`src/sv/tilt_pkg.sv`:
```
// ----------------------------------------------------------------------------
// tilt_pkg
// Shared widths, types and constants of the tilt angle pipeline: operand and
// angle formats, the CORDIC arctangent table in degrees and the sample record.
// ----------------------------------------------------------------------------
package tilt_pkg;

  // sample and result widths
  localparam int IN_W    = 16;
  localparam int ROLL_W  = 16;
  localparam int PITCH_W = 15;

  // CORDIC operand width: sample plus one bit for negation and magnitude
  localparam int OPD_W    = 17;
  // CORDIC x/y width: operand scaled by 2^8 plus gain and headroom
  localparam int XY_W     = 28;
  localparam int XY_SHIFT = 8;
  // angle accumulator: units of 2^-20 degree, up to about +/-190 degrees
  localparam int Z_W      = 30;
  localparam int Z_FRAC   = 20;

  // square root unit
  localparam int SQ_W      = 32;
  localparam int MAG_W     = 16;
  localparam int SQRT_ITER = 16;
  // squares stage, sum stage, then one stage per root bit
  localparam int MAG_LAT   = SQRT_ITER + 2;

  localparam int TAB_LEN = 24;

  // clamp limits in whole degrees
  localparam int ROLL_LIMIT_DEG  = 180;
  localparam int PITCH_LIMIT_DEG = 90;

  typedef logic signed [Z_W-1:0]   angle_t;
  typedef logic signed [XY_W-1:0]  xy_t;
  typedef logic signed [OPD_W-1:0] opd_t;

  // one three-axis sample
  typedef struct packed {
    logic signed [IN_W-1:0] ax;
    logic signed [IN_W-1:0] ay;
    logic signed [IN_W-1:0] az;
  } sample_t;

  // quarter turn in accumulator units
  localparam angle_t DEG90 = angle_t'(90 * (1 << Z_FRAC));

  // atan(2^-i) in degrees, units of 2^-20 degree, rounded to nearest
  localparam angle_t ATAN_TAB [TAB_LEN] = '{
    angle_t'(47185920), angle_t'(27855475), angle_t'(14718068), angle_t'(7471121),
    angle_t'(3750058),  angle_t'(1876857),  angle_t'(938658),   angle_t'(469357),
    angle_t'(234682),   angle_t'(117342),   angle_t'(58671),    angle_t'(29335),
    angle_t'(14668),    angle_t'(7334),     angle_t'(3667),     angle_t'(1833),
    angle_t'(917),      angle_t'(458),      angle_t'(229),      angle_t'(115),
    angle_t'(57),       angle_t'(29),       angle_t'(14),       angle_t'(7)
  };

endpackage

```
`src/sv/tilt_magnitude.sv`:
```
// ----------------------------------------------------------------------------
// tilt_magnitude
// Pipelined floor square root of ay^2 + az^2: one squares stage, one sum
// stage and one restoring root stage per result bit. The sample rides along.
// ----------------------------------------------------------------------------
module tilt_magnitude (
  input  logic                        clk,
  input  logic                        rst_n,
  input  logic                        in_valid,
  input  tilt_pkg::sample_t           in_sample,
  output logic                        out_valid,
  output logic [tilt_pkg::MAG_W-1:0]  out_mag,
  output tilt_pkg::sample_t           out_sample
);

  localparam int SQ_W = tilt_pkg::SQ_W;
  localparam int NIT  = tilt_pkg::SQRT_ITER;

  // squares stage
  logic signed [SQ_W-1:0] sqy_nxt, sqz_nxt;
  logic [SQ_W-1:0]        sqy_r, sqz_r;
  logic                   sq_v_r;
  tilt_pkg::sample_t      sq_smp_r;

  assign sqy_nxt = SQ_W'(in_sample.ay) * SQ_W'(in_sample.ay);
  assign sqz_nxt = SQ_W'(in_sample.az) * SQ_W'(in_sample.az);

  always_ff @(posedge clk) begin
    if (!rst_n) begin
      sq_v_r <= 1'b0;
    end else begin
      sq_v_r <= in_valid;
    end
    sqy_r    <= SQ_W'(unsigned'(sqy_nxt));
    sqz_r    <= SQ_W'(unsigned'(sqz_nxt));
    sq_smp_r <= in_sample;
  end

  // root stages: index 0 is the sum stage output
  logic [SQ_W-1:0]   n_r   [NIT+1];
  logic [SQ_W-1:0]   res_r [NIT+1];
  logic              v_r   [NIT+1];
  tilt_pkg::sample_t smp_r [NIT+1];

  // sum stage
  always_ff @(posedge clk) begin
    if (!rst_n) begin
      v_r[0] <= 1'b0;
    end else begin
      v_r[0] <= sq_v_r;
    end
    n_r[0]   <= sqy_r + sqz_r;
    res_r[0] <= '0;
    smp_r[0] <= sq_smp_r;
  end

  // one root bit per stage, trial bit walking down by powers of four
  for (genvar k = 0; k < NIT; k++) begin : g_root
    localparam logic [SQ_W-1:0] BIT = SQ_W'(1) << (SQ_W - 2 - 2 * k);
    logic [SQ_W:0]   trial;
    logic [SQ_W-1:0] n_nxt, res_nxt;

    always_comb begin
      trial = {1'b0, res_r[k]} + {1'b0, BIT};
      if ({1'b0, n_r[k]} >= trial) begin
        n_nxt   = n_r[k] - trial[SQ_W-1:0];
        res_nxt = (res_r[k] >> 1) + BIT;
      end else begin
        n_nxt   = n_r[k];
        res_nxt = res_r[k] >> 1;
      end
    end

    always_ff @(posedge clk) begin
      if (!rst_n) begin
        v_r[k+1] <= 1'b0;
      end else begin
        v_r[k+1] <= v_r[k];
      end
      n_r[k+1]   <= n_nxt;
      res_r[k+1] <= res_nxt;
      smp_r[k+1] <= smp_r[k];
    end
  end

  assign out_valid  = v_r[NIT];
  assign out_mag    = res_r[NIT][tilt_pkg::MAG_W-1:0];
  assign out_sample = smp_r[NIT];

endmodule

```
`config.mk`:
```
export PLATFORM = sky130hd
export DESIGN_NAME = tilt_magnitude
export DESIGN_NICKNAME = d
export VERILOG_FILES = /design/src/sv/tilt_pkg.sv /design/src/sv/tilt_magnitude.sv
export SDC_FILE = /design/constraint.sdc
export NUM_CORES = 2
export LEC_CHECK = 0
export BUFFER_PORTS_ARGS = -buffer_cell sky130_fd_sc_hd__clkbuf_2
export CAP_MARGIN = 20
export CORE_UTILIZATION = 40
export DETAILED_ROUTE_END_ITERATION = 8
export HOLD_SLACK_MARGIN = 0.05
export PLACE_DENSITY = 0.56
export SYNTH_ARGS = -nofsm -noshare
export SYNTH_HDL_FRONTEND = slang
export SYNTH_SLANG_ARGS = --single-unit
```
`constraint.sdc`:
```
create_clock -name clk -period 15.1 [get_ports clk]
set_clock_uncertainty 0.2 [all_clocks]
set_input_delay 1.51 -clock clk [delete_from_list [all_inputs] [get_ports clk]]
set_output_delay 1.51 -clock clk [all_outputs]
set_load 0.05 [all_outputs]
```
==> reports/metrics.csv <==
stage;metric;value;unit
hold_path;worst hold-check path type;reg -> reg;
hold_path;worst hold stages;0;
global_route;first-pass GRT wire length;174000;µm
critical_path;arrival time at the worst endpoint;8.52;ns
critical_path;required time of the critical path;15.59;ns
cells_and_area;leading cell type in the layout, fill and taps excluded;dfxtp_1;
critical_path;startpoint types;primary input;
floorplanning;starting utilization of the core area;40.5;%
synthesis;proportion of synthesized chip area in sequential cells;51.6;%
critical_path;critical-path maximum fanout;19;
clock_network;Hold Buf Count CTS;0;
clock_network;CTS tree;yes;
clock_network;worst skew pair latency;0.77;ns
place;total instance count after detailed placement;7425;
timing;post-route setup slack;7.07;ns
global_route;vias in the first global route;36163;
place;Buffers on Ports;115;
place;HPWL after detailed placement;79600;µm
critical_path;Worst Reg-to-Reg Cells;9;
synthesis;EDFF count, synth;0;
drt;number of vias per cell;4.49;
cells_and_area;filler-free cell count of the finished design;7714;
clock_network;CTS Buf Count;158;
synthesis;top post-synthesis cells by area;dfxtp_1, fa_1, ha_1;
clock_network;Resized cells post-CTS;0;
floorplanning;total die area;156000;µm²
timing;RSZ-0062 raised after global routing;false;
drt;routed len/inst;13.5;µm
global_route;number of antenna violations at the first check in global routing;1;
synthesis;Avg Synthesized Cell Area;11.4;µm²
critical_path;CP peak stage delay;0.64;ns
timing;final worst-path cycle share;53.2;%
synthesis;cell area after synthesis;61700;µm²
clock_network;buffers inserted during post-CTS setup optimization;0;
drt;routed vias;34647;
synthesis;#FFs+latches synth;1590;
clock_network;Clk pin slew, worst setup/hold paths;0.06;ns
floorplanning;Die W;395;µm
critical_path;sort of element at the end of the critical path;register;
drt;residual DRC count;0;
floorplanning;height of the die;395;µm
clock_network;Sinks on Clock Net;1590;
cells_and_area;post-synthesis to final-layout area growth;13.1;%
place;DP Worst Slack;6.36;ns
drt;total wire length;104000;µm
synthesis;number of distinct library cells after synthesis;88;
timing;number of hold violations in the final report;0;
floorplanning;standard-cell rows;143;
synthesis;number of synthesis warnings;0;
synthesis;synthesized instance count;5398;
clock_network;clk root buf;clkbuf_16;
cells_and_area;layout cell share with drive strength beyond 1;7.71;%
global_route;maximum number of pins on one net before global-route repair;28;
timing;maximum frequency from static timing analysis;124;MHz
clock_network;number of buffers on the longest clock path;3;
timing;total count of max-transition violations in the final report;0;
floorplanning;Boundary Pins;116;
timing;actual slew at the worst max-slew pin;1.03;ns
timing;summed negative setup slack over all endpoints;0;ns
cells_and_area;count of nets after finishing;6437;
clock_network;H-tree levels;4;
synthesis;largest area contributor in the netlist;dfxtp_1;
synthesis;share of the synthesized area in the top cell type;51.6;%
timing;Finish-stage setup viols;0;
synthesis;most used flip-flop cell after synthesis;dfxtp_1;
drt;Starting DRT DRC Count;1063;
synthesis;Async SR Flop Fraction;0;%
outcome;outcome;completed;
global_route;leftover overflow at the end of global routing;0;
timing;minimum clock period;8.03;ns
critical_path;critical path type;in -> reg;
critical_path;cell-by-cell trace of the critical path;clkbuf_2, inv_1, nor2_1, fa_1, inv_1, fa_1, inv_1, fa_1, fa_1, fa_1, inv_1, fa_1, inv_1, ha_1, a21o_1, a2111oi_0, o21ai_0, a21oi_1, o31ai_1, o41ai_1, o21bai_1, a21oi_1, xnor2_1;
global_route;Overall Global Routing Usage;13.7;%
critical_path;cell seen most often among critical-path stages;fa_1;
timing;worst rel slew slack;31.5;%
synthesis;post-synthesis net count;6278;
critical_path;cell at the slowest stage of the critical path;fa_1;
drt;TritonRoute pass-1 iters;5;
drt;number of routed nets with antenna violations;0;
cells_and_area;fin util;45.7;%
cells_and_area;commonest non-fill, non-tap cells in the layout;dfxtp_1, inv_1, fa_1;
place;global placement routability congestion;0.884;
run;Max-Cap Viols;0;
floorplanning;area of the core region;152000;µm²
[layout make-up]
| class | instances | area [µm²] |
|---|---|---|
| diodes | 1 | 2.50 |
| clock buffers | 212 | 4420 |
| clock inverters | 74 | 1090 |
| fillers | 14103 | 82700 |
| inverters | 899 | 3370 |
| multi-input cells | 2785 | 25800 |
| flip-flops and latches | 1590 | 31800 |
| well taps | 2030 | 2540 |
| repair buffers | 123 | 637 |
[registers in the layout, summed over array words and instances, names as in the netlist]
| signal | count |
|---|---|
| sqz_r | 30 |
| n_r | 512 |
| sq_v_r | 1 |
| sqy_r | 30 |
| sq_smp_r | 48 |
| smp_r | 816 |
| v_r | 17 |
| res_r | 136 |
[layer usage]
metal | vias to the layer above | part of all wire [%] | routed length, µm | GRT usage, %
li1 | 17401 | - | - | -
met1 | 16610 | 40 | 41500 | 14.6
met2 | 439 | 54 | 55700 | 26.3
met3 | 195 | 3.3 | 3430 | 2.80
met4 | 2 | 3.1 | 3240 | 5.15
met5 | - | 0.013 | 14 | 0
[synthesized netlist by cell type (83+ instances only)]
master	n
inv_1	897
ha_1	362
nand2_1	328
a21oi_1	117
and2_1	100
nor2_1	212
xnor2_1	187
fa_1	467
dfxtp_1	1590
o21ai_0	155
xor2_1	107
nor3_1	83
[worst max-delay path: cells and delay by family]
family	cells	cell delay, ns
buffers and inverters	6	1.18
and+or+nand+nor	1	0.22
xor gates and xnor gates	1	0.13
adders and majority gates	7	3.56
AOI/OAI and AO/OA	8	1.92
[cells by family (layout without fill, tap and decap cells)]
family                     Yosys count  after routing  share of synthesized area (%)
DFF                               1590           1590                           51.6
and+or+nand+nor                   1069           1069                           8.68
buffers and inverters             1023           1308                           6.53
adders and majority gates          829            829                           22.5
AOI/OAI and AO/OA                  562            562                           5.95
xor gates and xnor gates           294            294                           4.17
muxes                               31             31                          0.550
other                                0              1                              0
[path summary, 6_finish.rpt]
kind	from	end	slack (ns)
worst max-delay path	in_sample[31]	sqy_r[31]	7.07
worst min-delay path	smp_r[0][613]	smp_r[0][661]	0.09
worst max register to register	res_r[10][20]	n_r[0][379]	11.42
worst min register to register	smp_r[0][613]	smp_r[0][661]	0.09
[stage by stage]
| step | area [µm²] | hold WS, ns |
|---|---|---|
| global route | 69700 | 0.115 |
| global placement | 64200 | 0.110 |
| CTS | 69700 | 0.100 |
| floorplan | 61700 | 0.110 |
| finish | 69700 | 0.0923 |
| detailed placement | 64200 | 0.112 |
Power is not shown: default switching activity piles up to over one toggle a cycle in this logic, so the estimate is an artifact.
