[config.mk]
export PLATFORM = sky130hd
export DESIGN_NAME = tilt_cordic
export DESIGN_NICKNAME = d
export VERILOG_FILES = /design/src/sv/tilt_pkg.sv /design/src/sv/tilt_cordic.sv
export SDC_FILE = /design/constraint.sdc
export NUM_CORES = 2
export LEC_CHECK = 0
export ABC_AREA = 1
export BUFFER_PORTS_ARGS = -buffer_cell sky130_fd_sc_hd__buf_2
export CORE_MARGIN = 4
export CORE_UTILIZATION = 50
export CTS_CLUSTER_SIZE = 28
export DETAILED_ROUTE_END_ITERATION = 8
export GPL_TIMING_DRIVEN = 0
export PLACE_DENSITY_LB_ADDON = 0.2
export SYNTH_ARGS = -nofsm -noshare
export SYNTH_HDL_FRONTEND = slang
export SYNTH_SLANG_ARGS = --single-unit
[constraint.sdc]
create_clock -name clk -period 3.5 [get_ports clk]
set_input_delay 0.35 -clock clk [delete_from_list [all_inputs] [get_ports clk]]
set_output_delay 0.35 -clock clk [all_outputs]
set_load 0.02 [all_outputs]
[src/sv/tilt_pkg.sv]
// ----------------------------------------------------------------------------
// tilt_pkg
// Shared widths, types and constants of the tilt angle pipeline: operand and
// angle formats, the CORDIC arctangent table in degrees and the sample record.
// ----------------------------------------------------------------------------
package tilt_pkg;

  // sample and result widths
  localparam int IN_W    = 16;
  localparam int ROLL_W  = 16;
  localparam int PITCH_W = 15;

  // CORDIC operand width: sample plus one bit for negation and magnitude
  localparam int OPD_W    = 17;
  // CORDIC x/y width: operand scaled by 2^8 plus gain and headroom
  localparam int XY_W     = 28;
  localparam int XY_SHIFT = 8;
  // angle accumulator: units of 2^-20 degree, up to about +/-190 degrees
  localparam int Z_W      = 30;
  localparam int Z_FRAC   = 20;

  // square root unit
  localparam int SQ_W      = 32;
  localparam int MAG_W     = 16;
  localparam int SQRT_ITER = 16;
  // squares stage, sum stage, then one stage per root bit
  localparam int MAG_LAT   = SQRT_ITER + 2;

  localparam int TAB_LEN = 24;

  // clamp limits in whole degrees
  localparam int ROLL_LIMIT_DEG  = 180;
  localparam int PITCH_LIMIT_DEG = 90;

  typedef logic signed [Z_W-1:0]   angle_t;
  typedef logic signed [XY_W-1:0]  xy_t;
  typedef logic signed [OPD_W-1:0] opd_t;

  // one three-axis sample
  typedef struct packed {
    logic signed [IN_W-1:0] ax;
    logic signed [IN_W-1:0] ay;
    logic signed [IN_W-1:0] az;
  } sample_t;

  // quarter turn in accumulator units
  localparam angle_t DEG90 = angle_t'(90 * (1 << Z_FRAC));

  // atan(2^-i) in degrees, units of 2^-20 degree, rounded to nearest
  localparam angle_t ATAN_TAB [TAB_LEN] = '{
    angle_t'(47185920), angle_t'(27855475), angle_t'(14718068), angle_t'(7471121),
    angle_t'(3750058),  angle_t'(1876857),  angle_t'(938658),   angle_t'(469357),
    angle_t'(234682),   angle_t'(117342),   angle_t'(58671),    angle_t'(29335),
    angle_t'(14668),    angle_t'(7334),     angle_t'(3667),     angle_t'(1833),
    angle_t'(917),      angle_t'(458),      angle_t'(229),      angle_t'(115),
    angle_t'(57),       angle_t'(29),       angle_t'(14),       angle_t'(7)
  };

endpackage

[src/sv/tilt_cordic.sv]
// ----------------------------------------------------------------------------
// tilt_cordic
// Pipelined vectoring CORDIC giving atan2(y, x) in degrees: a pre-rotation
// stage into the right half plane, one stage per micro-rotation, then a
// rounding and clamping stage into the output angle format.
// ----------------------------------------------------------------------------
module tilt_cordic #(
  parameter int STAGES    = 16,
  parameter int FRAC_BITS = 7,
  parameter int LIMIT_DEG = 180,
  parameter int OUT_W     = 16
) (
  input  logic                     clk,
  input  logic                     rst_n,
  input  logic                     in_valid,
  input  tilt_pkg::opd_t           in_y,
  input  tilt_pkg::opd_t           in_x,
  output logic                     out_valid,
  output logic signed [OUT_W-1:0]  out_angle
);

  localparam int OUT_SHIFT = tilt_pkg::Z_FRAC - FRAC_BITS;
  localparam tilt_pkg::angle_t HALF = tilt_pkg::angle_t'(1 << (OUT_SHIFT - 1));
  localparam tilt_pkg::angle_t LIM  = tilt_pkg::angle_t'(LIMIT_DEG * (1 << FRAC_BITS));

  // stage arrays: index 0 is the pre-rotation output
  logic             v_r    [STAGES+1];
  logic             zero_r [STAGES+1];
  tilt_pkg::xy_t    x_r    [STAGES+1];
  tilt_pkg::xy_t    y_r    [STAGES+1];
  tilt_pkg::angle_t z_r    [STAGES+1];

  // pre-rotation into the right half plane
  tilt_pkg::xy_t    xs, ys, x_nxt, y_nxt;
  tilt_pkg::angle_t z_nxt;

  assign xs = tilt_pkg::xy_t'(in_x) <<< tilt_pkg::XY_SHIFT;
  assign ys = tilt_pkg::xy_t'(in_y) <<< tilt_pkg::XY_SHIFT;

  always_comb begin
    x_nxt = xs;
    y_nxt = ys;
    z_nxt = '0;
    if (in_x < 0) begin
      if (in_y >= 0) begin
        x_nxt = ys;
        y_nxt = -xs;
        z_nxt = tilt_pkg::DEG90;
      end else begin
        x_nxt = -ys;
        y_nxt = xs;
        z_nxt = -tilt_pkg::DEG90;
      end
    end
  end

  always_ff @(posedge clk) begin
    if (!rst_n) begin
      v_r[0] <= 1'b0;
    end else begin
      v_r[0] <= in_valid;
    end
    zero_r[0] <= (in_x == '0) && (in_y == '0);
    x_r[0]    <= x_nxt;
    y_r[0]    <= y_nxt;
    z_r[0]    <= z_nxt;
  end

  // micro-rotations, driving y towards zero
  for (genvar i = 0; i < STAGES; i++) begin : g_rot
    tilt_pkg::xy_t    dx, dy, xi_nxt, yi_nxt;
    tilt_pkg::angle_t zi_nxt;

    assign dx = x_r[i] >>> i;
    assign dy = y_r[i] >>> i;

    always_comb begin
      if (y_r[i] >= 0) begin
        xi_nxt = x_r[i] + dy;
        yi_nxt = y_r[i] - dx;
        zi_nxt = z_r[i] + tilt_pkg::ATAN_TAB[i];
      end else begin
        xi_nxt = x_r[i] - dy;
        yi_nxt = y_r[i] + dx;
        zi_nxt = z_r[i] - tilt_pkg::ATAN_TAB[i];
      end
    end

    always_ff @(posedge clk) begin
      if (!rst_n) begin
        v_r[i+1] <= 1'b0;
      end else begin
        v_r[i+1] <= v_r[i];
      end
      zero_r[i+1] <= zero_r[i];
      x_r[i+1]    <= xi_nxt;
      y_r[i+1]    <= yi_nxt;
      z_r[i+1]    <= zi_nxt;
    end
  end

  // round half up into the output unit, clamp, force zero for a null vector
  tilt_pkg::angle_t rnd, ang_nxt;
  logic signed [OUT_W-1:0] angle_r;
  logic                    valid_r;

  always_comb begin
    rnd = (z_r[STAGES] + HALF) >>> OUT_SHIFT;
    if (zero_r[STAGES]) begin
      ang_nxt = '0;
    end else if (rnd > LIM) begin
      ang_nxt = LIM;
    end else if (rnd < -LIM) begin
      ang_nxt = -LIM;
    end else begin
      ang_nxt = rnd;
    end
  end

  always_ff @(posedge clk) begin
    if (!rst_n) begin
      valid_r <= 1'b0;
    end else begin
      valid_r <= v_r[STAGES];
    end
    angle_r <= ang_nxt[OUT_W-1:0];
  end

  assign out_valid = valid_r;
  assign out_angle = angle_r;

endmodule

==> metrics.md <==
| Metric | Value |
|---|---|
| Outcome | `finished clean` |
| Clk_skew | `38.6 ps` |
| Most used cells in the layout excluding fill and tap cells | `2850 x sky130_fd_sc_hd__nand2_1, 1647 x sky130_fd_sc_hd__inv_1, 1616 x sky130_fd_sc_hd__nor2_1` |
| Final weighted congestion in routability-driven placement | `0.976` |
| Unrepaired setup endpoints after global routing | `true` |
| Final wirelength | `283000 um` |
| H-tree Lvls | `4` |
| Remaining global-route overflow | `0` |
| Commonest register cell after synthesis | `sky130_fd_sc_hd__dfxtp_1` |
| Number of hold violations in the final report | `0` |
| Worst-case clock buffer depth | `3` |
| Max FO, Critical Path | `3` |
| Global-route wire length before repair | `448000 um` |
| Min Tclk post-route | `3430 ps` |
| CTS tree | `built` |
| Worst endpoint data arrival time | `4090 ps` |
| Total number of nets in the final design | `15657` |
| Chip Height | `452 um` |
| Share of synthesized cell area in full adder, half adder and majority cells | `13.9%` |
| Maximum number of pins on one net before global-route repair | `22` |
| Share of synthesized area occupied by flip-flops and latches | `25.1%` |
| Maxcap violations | `0` |
| Standard cell with the maximum stage delay on the critical path | `sky130_fd_sc_hd__dfxtp_1` |
| Critical Path Start | `x_r[0][146]` |
| Relative slew slack | `40.4%` |
| Number of ports placed on the die boundary | `54` |
| Complex-gate fraction of the synthesized area | `16.0%` |
| Post-synthesis cell area | `98400 sq um` |
| Clock input transition at the sequential cells of the worst setup and hold paths | `60 ps` |
| Worst min-delay path category | `in2reg` |
| Total core area | `195000 sq um` |
| Num rows | `162` |
| Initial cell density of the core | `50.4%` |
| Mapped Avg Cell Area | `6.93 sq um` |
| Average via count per standard cell | `5.33` |
| Tightest hold margin | `268 ps` |
| Hold_sp | `in_x[16]` |
| Kind of critical path | `reg2reg` |
| Gr usage total | `26.7%` |
| Worst-case reg-to-reg path depth | `17` |
| Area enclosed by the die boundary | `204000 sq um` |
| Startpoint types | `flop` |
| TritonCTS Sinks | `1232` |
| Sum of buffers and inverters on the critical path | `1` |
| Antenna-violating nets left | `0` |
| Worst path depth | `17` |
| Reg2Reg Launch Point | `x_r[0][146]` |
| Initial antenna violation count | `6` |
| Drt first pass iters | `7` |
| Final-report setup violation count | `0` |
| Total number of yosys warnings | `0` |
| Critical path data required time | `4170 ps` |
| Most prevalent standard cell on the critical path | `sky130_fd_sc_hd__nand2_2` |
| Clock Root Buffer | `sky130_fd_sc_hd__clkbuf_16` |
| Main combinational cell family by area after synthesis | `simple AND/OR/NAND/NOR gates` |
| Fraction of final layout cells with drive strength greater than 1 | `5.91%` |
| Ordered list of cells on the worst path | `inv_1, ha_1, nand3_2, nor2_4, nand4_1, nand3b_1, nand2_2, nand2_2, nor2_1, xor2_1, ha_2, a21oi_1, o21ai_1, o21bai_1, a21oi_1, nand2_2, xnor2_4` |
| Drt drc | `0` |
| Number of max-slew violations in the final report | `0` |
| Share of cell area taken by muxes after synthesis | `0%` |
| Synth unique cells | `67` |
| Gate count after technology mapping | `14200` |
| First DRT Iteration DRCs | `6261` |
| TritonCTS buffer count | `142` |
| Share of synthesized registers carrying an async set or reset | `0%` |
| Commonest non-fill, non-tap cell in the layout | `sky130_fd_sc_hd__nand2_1` |
| Estimated wirelength of the detail-placed design | `235000 um` |
| Via count | `92203` |
| Post-place instance area | `102000 sq um` |
| Highest achievable clock rate | `292 MHz` |
| Layout overhead on the synthesized area | `11.4%` |
| Final-layout fill cell count | `19367` |
| Hold path depth | `2` |
| Wire length per cell after detailed routing | `16.4 um` |
| Final TNS setup | `0 ps` |
| CP top delay family | `simple AND/OR/NAND/NOR gates` |
| Sort of element at the end of the critical path | `flop` |
| Count of flip-flops with a built-in enable after synthesis | `0` |
| Die extent in x | `452 um` |
| Clock network latency to the later pin of the worst-skew pair | `810 ps` |
| Via count of the first global-routing pass | `86220` |
| Critical path's largest stage delay | `380 ps` |
| Worst Max-Slew Pin Slew | `893 ps` |
| Count of input and output buffers | `52` |
| Ratio of final minimum period to clock period | `98.0%` |
| Post-synthesis sequential element count | `1232` |
| Xor and xnor area share after synthesis | `13.6%` |
| Final Cell Area | `110000 sq um` |
| Share of synthesized cell area in and, or, nand and nor gates | `24.2%` |
==> cell usage after synthesis (96+ instances only) <==
master / instances / area (sq um)
sky130_fd_sc_hd__nand4_1: 141 / 882
sky130_fd_sc_hd__o211ai_1: 128 / 961
sky130_fd_sc_hd__nor2_1: 1677 / 6290
sky130_fd_sc_hd__inv_1: 1660 / 6230
sky130_fd_sc_hd__dfxtp_1: 1232 / 24700
sky130_fd_sc_hd__a21oi_1: 1177 / 5890
sky130_fd_sc_hd__nor3_1: 265 / 1330
sky130_fd_sc_hd__o21ai_0: 769 / 3850
sky130_fd_sc_hd__nand3_1: 635 / 3180
sky130_fd_sc_hd__a31oi_1: 96 / 601
sky130_fd_sc_hd__xnor2_1: 422 / 3700
sky130_fd_sc_hd__o21bai_1: 140 / 1050
sky130_fd_sc_hd__ha_1: 1039 / 13000
sky130_fd_sc_hd__nand2_1: 2866 / 10800
sky130_fd_sc_hd__xor2_1: 1094 / 9580
==> registers in the layout (all words and copies together) (netlist names) <==
signal and cells:
z_r 418, y_r 391, x_r 372, v_r 17
zero_r 17, out_angle 16, out_valid 1
==> metal layers <==
metal	GRT usage, %	routed length (um)	share of wire (%)	vias up
li1	-	-	-	47597
met1	35.7	129000	46	41686
met2	44.5	128000	45	2463
met3	3.56	16800	5.9	457
met4	8.24	9190	3.2	0
met5	0	0	0	-
==> repair_timing <==
action / CTS / global route
pin swaps: 9 / 85
endpoints found under the hold margin: 47 / 0
resized for setup: 112 / 389
hold buffers: 51 / 0
setup endpoints to repair: 569 / 242
buffers inserted: 3 / 31
==> cell type report <==
type	instances	area, sq um	share of cell area, %
Multi-Input combinational cell	11207	68200	62.3
Sequential cell	1232	24700	22.5
Inverter	1687	6340	5.79
Clock buffer	185	4000	3.65
Tap cell	2624	3280	3.00
Clock inverter	74	1060	0.970
Timing Repair Buffer	138	1040	0.950
Buffer	141	880	0.803
Antenna cell	4	10.0	0.00914
==> cell families after synthesis <==
logic type,after synthesis
buf+inv,1841
flops,1232
compound gates,2749
xor+xnor,1523
other cells,1
fa+ha+maj,1071
simple gates,5783
==> metrics by stage <==
step | instances | util (%) | setup slack, ps
detailed placement | 16957 | 52.3 | -1280
floorplan | 14280 | - | 410
global placement | 16956 | 52.3 | -1260
finish | 17292 | 56.1 | 71.6
global route | 17291 | 56.1 | -74.7
CTS | 17262 | 55.3 | 1.39
==> worst paths after layout <==
check / to / slack, ps
min reg2reg: zero_r[0][5] / 330
max: y_r[0][195] / 70
max reg2reg: y_r[0][195] / 70
min: z_r[0][21] / 270
Power is not shown: default switching activity piles up to over one toggle a cycle in this logic, so the estimate is an artifact.
